### src/hdl/sic_pkg.sv
// shared types, constants and fixed-point helpers for the solar incidence cosine block
`default_nettype none
package sic_pkg;

	localparam int CORDIC_STAGES_DEF = 16;
	localparam int ATAN_ENTRIES = 24;

	// angle word before range reduction, angle word inside the cell row, trig value word
	localparam int AW = 36;
	localparam int ZW = 34;
	localparam int TW = 32;
	localparam int SW = 35;

	typedef logic signed [AW-1:0] angle_t;
	typedef logic signed [ZW-1:0] zang_t;
	typedef logic signed [TW-1:0] trig_t;
	typedef logic signed [SW-1:0] sum_t;

	localparam angle_t PI_Q30 = 36'sd3373259426;
	localparam angle_t HALF_PI_Q30 = 36'sd1686629713;
	localparam angle_t TWO_PI_Q30 = 36'sd6746518852;
	localparam trig_t GAIN_Q30 = 32'sd652032874;
	localparam trig_t DECL_AMP_Q30 = 32'sd439461054;

	localparam logic [31:0] ATAN_Q30 [ATAN_ENTRIES] = '{
		32'd843314856, 32'd497837829, 32'd263043836, 32'd133525158,
		32'd67021686, 32'd33543515, 32'd16775850, 32'd8388437,
		32'd4194282, 32'd2097149, 32'd1048575, 32'd524287,
		32'd262143, 32'd131071, 32'd65535, 32'd32767,
		32'd16383, 32'd8191, 32'd4095, 32'd2047,
		32'd1023, 32'd511, 32'd255, 32'd127
	};

	localparam int CFG_IW = 2;
	localparam int CFG_DW = 16;
	localparam logic [CFG_IW-1:0] REG_LATITUDE = 2'd0;
	localparam logic [CFG_IW-1:0] REG_SLOPE = 2'd1;
	localparam logic [CFG_IW-1:0] REG_AZIMUTH = 2'd2;

	// q.30 product, rounded half up
	function automatic trig_t qmul(input trig_t a, input trig_t b);
		logic signed [63:0] p;
		p = a * b;
		p = p + 64'sd536870912;
		return trig_t'(p >>> 30);
	endfunction

endpackage
`default_nettype wire

### src/hdl/sic_front.sv
// hour angle and day angle conversion pipeline
`default_nettype none
module sic_front import sic_pkg::*; (
	input  logic                clk,
	input  logic                en,
	input  logic signed [16:0]  solar_hour,
	input  logic [8:0]          year_day,
	output angle_t              hour_angle,
	output angle_t              day_angle
);

	localparam logic [17:0] HOUR_BIAS = 18'd98304;
	localparam logic [17:0] DAY1 = 18'd49152;
	localparam logic [17:0] DAY2 = 18'd98304;
	localparam logic [17:0] DAY3 = 18'd147456;
	localparam logic [16:0] NOON = 17'd24576;
	localparam logic [9:0] DAY_OFFSET = 10'd284;
	localparam logic [9:0] YEAR1 = 10'd365;
	localparam logic [9:0] YEAR2 = 10'd730;
	localparam logic [15:0] DIV3_RECIP = 16'd43691;
	localparam logic [31:0] PI_U = 32'd3373259426;
	localparam logic [45:0] PI_THIRD = 46'd1124419808;
	localparam logic [45:0] PI_TWO_THIRD = 46'd2248839617;
	localparam logic [24:0] STEP_Q = 25'd18483613;
	localparam logic [6:0] STEP_R = 7'd107;
	localparam logic [15:0] HALF_YEAR = 16'd182;
	localparam logic [23:0] DIV365_RECIP = 24'd11767034;

	logic [17:0]        hb;
	logic [17:0]        hmod;
	logic [9:0]         ds;
	logic [9:0]         dmod;
	logic signed [16:0] dh_s1;
	logic [8:0]         n_s1;

	always_comb begin
		hb = {solar_hour[16], solar_hour} + HOUR_BIAS;
		priority if (hb >= DAY3) hmod = hb - DAY3;
		else if (hb >= DAY2) hmod = hb - DAY2;
		else if (hb >= DAY1) hmod = hb - DAY1;
		else hmod = hb;
		ds = {1'b0, year_day} + DAY_OFFSET;
		priority if (ds >= YEAR2) dmod = ds - YEAR2;
		else if (ds >= YEAR1) dmod = ds - YEAR1;
		else dmod = ds;
	end

	always_ff @(posedge clk) begin
		if (en) begin
			dh_s1 <= $signed(hmod[16:0] - NOON);
			n_s1 <= dmod[8:0];
		end
	end

	// hour: |dh| = 3a + b, so |dh|*pi/24576 = (a*pi + floor(b*pi/3)) >> 13
	logic [14:0] habs;
	logic [30:0] aprod;
	logic [14:0] habs_s2;
	logic [13:0] a_s2;
	logic        neg_s2;
	logic [33:0] nq_s2;
	logic [15:0] rv_s2;

	always_comb begin
		habs = dh_s1[16] ? 15'(-dh_s1) : dh_s1[14:0];
		aprod = habs * DIV3_RECIP;
	end

	always_ff @(posedge clk) begin
		if (en) begin
			habs_s2 <= habs;
			a_s2 <= aprod[30:17];
			neg_s2 <= dh_s1[16];
			nq_s2 <= n_s1 * STEP_Q;
			rv_s2 <= {7'd0, n_s1} * {9'd0, STEP_R} + HALF_YEAR;
		end
	end

	logic [14:0] brem;
	logic [45:0] pcorr;
	logic [39:0] qprod;
	logic [45:0] p_s3;
	logic        neg_s3;
	logic [33:0] nq_s3;
	logic [7:0]  qd_s3;

	always_comb begin
		brem = habs_s2 - 15'(3 * a_s2);
		unique case (brem[1:0])
			2'd1:    pcorr = PI_THIRD;
			2'd2:    pcorr = PI_TWO_THIRD;
			default: pcorr = '0;
		endcase
		qprod = rv_s2 * DIV365_RECIP;
	end

	always_ff @(posedge clk) begin
		if (en) begin
			p_s3 <= a_s2 * PI_U + pcorr;
			neg_s3 <= neg_s2;
			nq_s3 <= nq_s2;
			qd_s3 <= qprod[39:32];
		end
	end

	logic [32:0] mag;
	angle_t      hr_s4;
	angle_t      yr_s4;

	assign mag = p_s3[45:13];

	always_ff @(posedge clk) begin
		if (en) begin
			// morning is positive
			hr_s4 <= neg_s3 ? $signed({3'd0, mag}) : -$signed({3'd0, mag});
			yr_s4 <= $signed({2'd0, nq_s3 + {26'd0, qd_s3}});
		end
	end

	assign hour_angle = hr_s4;
	assign day_angle = yr_s4;

endmodule
`default_nettype wire

### config.mk
export PLATFORM = sky130hd
export DESIGN_NAME = sic_front
export DESIGN_NICKNAME = d
export VERILOG_FILES = /design/src/hdl/sic_pkg.sv /design/src/hdl/sic_front.sv
export SDC_FILE = /design/constraint.sdc
export NUM_CORES = 2
export LEC_CHECK = 0
export BUFFER_PORTS_ARGS = -buffer_cell sky130_fd_sc_hd__clkbuf_2
export CAP_MARGIN = 20
export CORE_UTILIZATION = 39
export DETAILED_ROUTE_END_ITERATION = 10
export PLACE_DENSITY = 0.53
export RECOVER_POWER = 25
export SKIP_LAST_GASP = 1
export SLEW_MARGIN = 40
export SYNTH_ARGS = -nofsm -noshare
export SYNTH_HDL_FRONTEND = slang
export SYNTH_SLANG_ARGS = --single-unit
export TNS_END_PERCENT = 10
### constraint.sdc
create_clock -name clk -period 12.72 [get_ports clk]
set_input_delay 1.272 -clock clk [delete_from_list [all_inputs] [get_ports clk]]
set_output_delay 1.272 -clock clk [all_outputs]
set_load 0.02 [all_outputs]
After elaboration in Yosys (flattened, before gate mapping)
Index checks and enable logic that the tools add are counted.

storage, ports and cells
  memory bits (read-only) = 0
  register bits after elaboration = 252
  word-level logic and storage cells = 49
  output and inout bits = 72
  memories kept = 0
  memory bits (writable) = 0
  bits of input ports = 28
  bits in latches = 0

operators by class
  bitwise operators = 0
  add/sub/neg operators = 14
  magnitude comparators = 5
  multiply operators = 6
  reduce and logical (&&, ||, !) cells = 0
  mux-type cells = 8
  shift-type cells = 0
  eq/ne operators = 2
  divide/modulo/power cells = 0

operator list
  cell                                                                                    number
  32-bit one-hot mux with 2 select lines                                                  1
  17-bit 2-to-1 mux                                                                       3
  46-bit adder                                                                            1
  14-bit by 31-bit multiplier with 45-bit output (second input constant)                  1
  16-bit by 23-bit multiplier with 39-bit output (second input constant)                  1
  33-bit negator with 36-bit output                                                       1
  34-bit by 8-bit adder with 34-bit output                                                1
  9-bit by 25-bit multiplier with 34-bit output (second input constant)                   1
  17-bit by 15-bit subtractor with 17-bit output (second input constant)                  2
  33-bit 2-to-1 mux                                                                       1
  15-bit by 16-bit multiplier with 31-bit output (second input constant)                  1
  18-bit by 17-bit adder with 18-bit output (second input constant)                       1
  18-bit by 16-bit greater-or-equal comparator with 1-bit output (second input constant)  1
  18-bit by 17-bit greater-or-equal comparator with 1-bit output (second input constant)  1
  18-bit greater-or-equal comparator (second input constant)                              1
  9-bit 2-to-1 mux                                                                        2
  17-bit by 16-bit subtractor with 17-bit output (second input constant)                  1
  17-bit subtractor (second input constant)                                               1
  16-bit by 8-bit adder with 16-bit output (second input constant)                        1
  9-bit by 7-bit multiplier with 16-bit output (second input constant)                    1
  15-bit 2-to-1 mux                                                                       1
  15-bit negator                                                                          1
  2-bit by 14-bit multiplier with 2-bit output (first input constant)                     1
  9-bit by 9-bit adder with 10-bit output (second input constant)                         1
  7 further kinds                                                                         7

Depth between registers and ports, before layout
  depth after elaboration = 6
  gate-level depth with buffers = 31
  mapped depth without buffers = 30

Least setup slack after synthesis
OpenSTA, ideal clock, no wires.

  path kind = reg2reg
  start point = register dh_s1[2]
  end point = register a_s2[12] (data pin)
  library setup time = 258 ps
  data arrival time = 7239 ps
  stages on the path, launching flop included = 29
  period minus slack after synthesis = 7497 ps
  slack = 5223 ps
  path through = edfxtp_1 -> nor4_1 -> inv_1 -> nor3_1 -> nand3_1 -> o41ai_1 -> nand2_1 -> xor2_1 -> ha_1 -> inv_1 -> fa_1 -> fa_1 -> inv_1 -> fa_1 -> fa_1 -> fa_1 -> ha_1 -> and3_1 -> a221o_1 -> nor3_1 -> o21ai_0 -> a31oi_1 -> o21a_1 -> o211ai_1 -> o221a_2 -> nand3_1 -> nand2_1 -> a21oi_1 -> xnor2_1

between the ends
  longest elaborated chain between the ends = 3

RTL lines
  element                                           line             text
  start: declaration                                sic_front.sv:33  logic signed [16:0] dh_s1;
  start signal: assignment                          sic_front.sv:50  dh_s1 <= $signed(hmod[16:0] - NOON);
  15-bit negator                                    sic_front.sv:65  habs = dh_s1[16] ? 15'(-dh_s1) : dh_s1[14:0];
  15-bit 2-to-1 mux *                               sic_front.sv:65
  15-bit by 16-bit multiplier with 31-bit output *  sic_front.sv:66  aprod = habs * DIV3_RECIP;
  net aprod[29]                                     sic_front.sv:57  logic [30:0] aprod;
  end signal: assignment                            sic_front.sv:72  a_s2 <= aprod[30:17];
  end: declaration                                  sic_front.sv:59  logic [13:0] a_s2;

The timed path passes the listed nets; every way through them passes the cells marked *.
A chain may end at the register's enable or synchronous reset.

Worst setup path after layout
Ends and elaborated chain as after synthesis.

==> metrics.txt <==
status complete, but fails checks; failing checks capacitance limit, slew limit; CP arrival 8.45 ns; Area Growth Syn to Fin 9.025%; slowest stage delay, CP 0.58 ns; number of buffers added for setup after CTS 0; Setup crit start dh_s1[2]$_DFFE_PP_; Crit. path cell count 28; Hold Crit Class register to register; first-pass GRT wire length 104.9 mm; die area 79,010 um^2; vias in the first global route a little over 20,000; Top FF cell, synth edfxtp_1; reg2reg path depth 28; share of cells above drive strength 1 about 5.3%; CTS tree done; sequential-to-total area share from yosys stat about a quarter; RSZ-0062 raised after global routing no; Startpoint Class register; Peak Freq 122.9 MHz; max-cap violation count 3; R2R setup slack 4.59 ns; Async S/R FF share, synth 0%; CP dominant cell by count fa_1; critical path type register to register; Final Critical Period just over 8 ns; WL per Instance 16.04 um; clk slew on worst S/H paths 0.06 ns; synthesis-stage register bit count 237; CP endpoint a_s2[12]$_DFFE_PP_; Synth cell types 69; Crit-path slowest cell fa_1; Residual DRC 0; post-synthesis cell area 30,380 um^2; final cell count without fillers ~4,000; metal1 wirelength 31.32 mm; Total GRT Usage 16.61%; placed inst area 32,150 um^2; Die X about 280 um; crit share post-route 63.95%; initial DRC count 622; Die Height 281.1 um; antenna cells 0; cts repair resizes 0; syn_area_per_cell 10.89 um^2; Worst-Margin Slew 4.184 ns; Final nets 3,890; Core ar. 76,450 um^2; CP delay by family, top adder cells; Initial Utilization 39.73%; Crit. End Element register; WL final 63.43 mm; DR top layer met5; first-pass detailed-route iteration total 5; Max transition margin -179.0%; Setup TNS Final 0 ns; TritonCTS buffer count 28; Inst Count DP 3,906; cells after synthesis 2,790; met2 routed WL between 20 and 30 mm; Final Max Tran Viols 147; worst endpoint required time 13.03 ns; ANT nets after route 0; global route overflow 0; Worst R2R End a_s2[12]$_DFFE_PP_; FP Rows 101; Buf/Inv on CP 3; latest clock arrival within the worst-skew pair between 0.5 and 0.6 ns; CTS Sinks 237; DR WL met3 about 1.8 mm; routability cong. between 0.9 and 1; final setup fails 0; IO buf count 97; # hold bufs at CTS 0; Final Hold Viols 0; hpwl dp 55.07 mm; Setup Skew between 0.02 and 0.03 ns; Longest Clk Path Bufs 3; maximum number of pins on one net before global-route repair 109; via/cell ratio 4.827; Synth Warn # 0; Fill cells around 7,300; critical path fanouts, max 5; I/O Pins 100; number of flops mapped to enable cells by yosys 237; CTS root buf clkbuf_16; Critical R2R Launch dh_s1[2]$_DFFE_PP_; initial antenna violation count 1; Design Area, Final approximately 33,000 um^2; H-tree levels 1; via count 19,090
-- cells in the final DEF (no fill, tap or decap), types with 7 or more instances in the layout --
master,netlist,final
fa_1,363,363
nand2_1,92,92
o211ai_1,10,10
nor2b_1,16,16
bufinv_16,0,7
o21ai_1,8,8
edfxtp_1,237,237
o21a_1,10,10
and2_1,11,11
inv_1,584,584
a31oi_1,12,12
a211oi_1,8,8
or2_2,9,9
clkbuf_16,0,28
a21boi_0,8,8
nor2_1,109,109
nand3_1,44,44
xnor2_1,141,141
nand4_1,14,14
and3_1,24,24
nor3_1,34,34
o21bai_1,12,12
a21o_1,40,40
clkbuf_1,15,24
xor2_1,82,82
nand2b_1,19,19
or3_1,10,10
a21oi_1,130,130
nor4_1,11,11
ha_1,592,592
clkbuf_2,0,83
o21ai_0,62,62
-- worst register-to-register path, delay by kind of cell, from the launching register on --
| family | cells | cell delay [ns] |
|---|---|---|
| compound gates | 8 | 2.13 |
| xor+xnor | 2 | 0.55 |
| fa+ha+maj | 7 | 3.09 |
| buf+inv | 3 | 0.23 |
| flops | 1 | 0.46 |
| simple gates | 8 | 1.41 |
-- Yosys cell counts (3+ instances only) --
library cell  count  area [um^2]
nor2b_1          16        100.1
edfxtp_1        237         7117
or2_2             9        56.30
inv_1           584         2192
and2_1           11        68.82
o2111ai_1         5        43.79
a21oi_1         130        650.6
xor2_1           82        718.2
a21o_1           40        300.3
o21ai_0          62        310.3
mux2i_1           3        30.03
a21boi_0          8        60.06
nand2b_1         19        118.9
fa_1            363         7267
and3_1           24        150.1
nor2_1          109        409.1
nor3b_1           5        37.54
nand2_1          92        345.3
nor3_2            3        30.03
o41ai_1           5        43.79
nand3_1          44        220.2
nor3_1           34        170.2
clkbuf_1         15        56.30
a211oi_1          8        60.06
o31a_1            4        35.03
o21a_1           10        75.07
o211ai_1         10        75.07
a22oi_1           4        30.03
o31ai_1           5        37.54
or3_1            10        62.56
nor4_1           11        68.82
nand4_1          14        87.58
a211o_1           6        52.55
xnor2_1         141         1235
o21ai_1           8        40.04
a31oi_1          12        75.07
o21bai_1         12        90.09
ha_1            592         7407
-- final cells by class --
class                           count  area (um^2)  area share [%]
Clock inverter                     13        266.5          0.8047
Timing Repair Buffer              104        516.7           1.560
Tap cell                         1030         1289           3.891
Clock buffer                       35        726.9           2.195
Sequential cell                   237         7117           21.49
Inverter                          584         2192           6.619
Multi-Input combinational cell   1952        21010           63.44
-- how the worst min path moves through the flow --
stage | startpoint | end | slack [ns] | cells past startpoint
3_3_place_gp | nq_s2[11]$_DFFE_PP_ | nq_s3[11]$_DFFE_PP_ | 0.40 | 0
3_5_place_dp | neg_s2$_DFFE_PP_ | neg_s3$_DFFE_PP_ | 0.41 | 0
4_1_cts | nq_s2[9]$_DFFE_PP_ | nq_s3[9]$_DFFE_PP_ | 0.41 | 0
2_1_floorplan | neg_s2$_DFFE_PP_ | neg_s3$_DFFE_PP_ | 0.40 | 0
6_report | nq_s2[9]$_DFFE_PP_ | nq_s3[9]$_DFFE_PP_ | 0.41 | 0
5_1_grt | nq_s2[9]$_DFFE_PP_ | nq_s3[9]$_DFFE_PP_ | 0.42 | 0
-- registers in the layout, summed over array words and instances (netlist names) --
signal / count
qd_s3: 8
neg_s2: 1
nq_s2: 34
a_s2: 14
nq_s3: 34
day_angle: 34
p_s3: 33
neg_s3: 1
dh_s1: 16
n_s1: 9
rv_s2: 15
habs_s2: 2
hour_angle: 36
-- through the flow --
stage	setup WS (ns)	utilization [%]	hold WS, ns
CTS	4.503	43.35	0.4062
global placement	4.671	42.03	0.4019
floorplan	5.223	-	0.4003
global route	3.807	43.32	0.4222
detailed placement	4.534	42.05	0.4063
finish	4.585	43.32	0.4071
-- cell families after synthesis --
group,after synthesis,synth area share [%]
AO/OA/AOI/OAI,355,7.451
XOR/XNOR,224,6.483
adder cells (fa/ha/maj),955,48.31
buffers and inverters,602,7.468
flip-flops,237,23.43
multiplexers,5,0.1730
other,1,0.01235
AND/OR/NAND/NOR,411,6.677
-- layer usage --
layer  up-vias  GRT usage, %
met5         -             0
met4         2         2.858
met3        58         1.646
met2       224         27.75
met1      9269         23.49
li1       9537             -
Power is not shown: default switching activity piles up to over one toggle a cycle in this logic, so the estimate is an artifact.
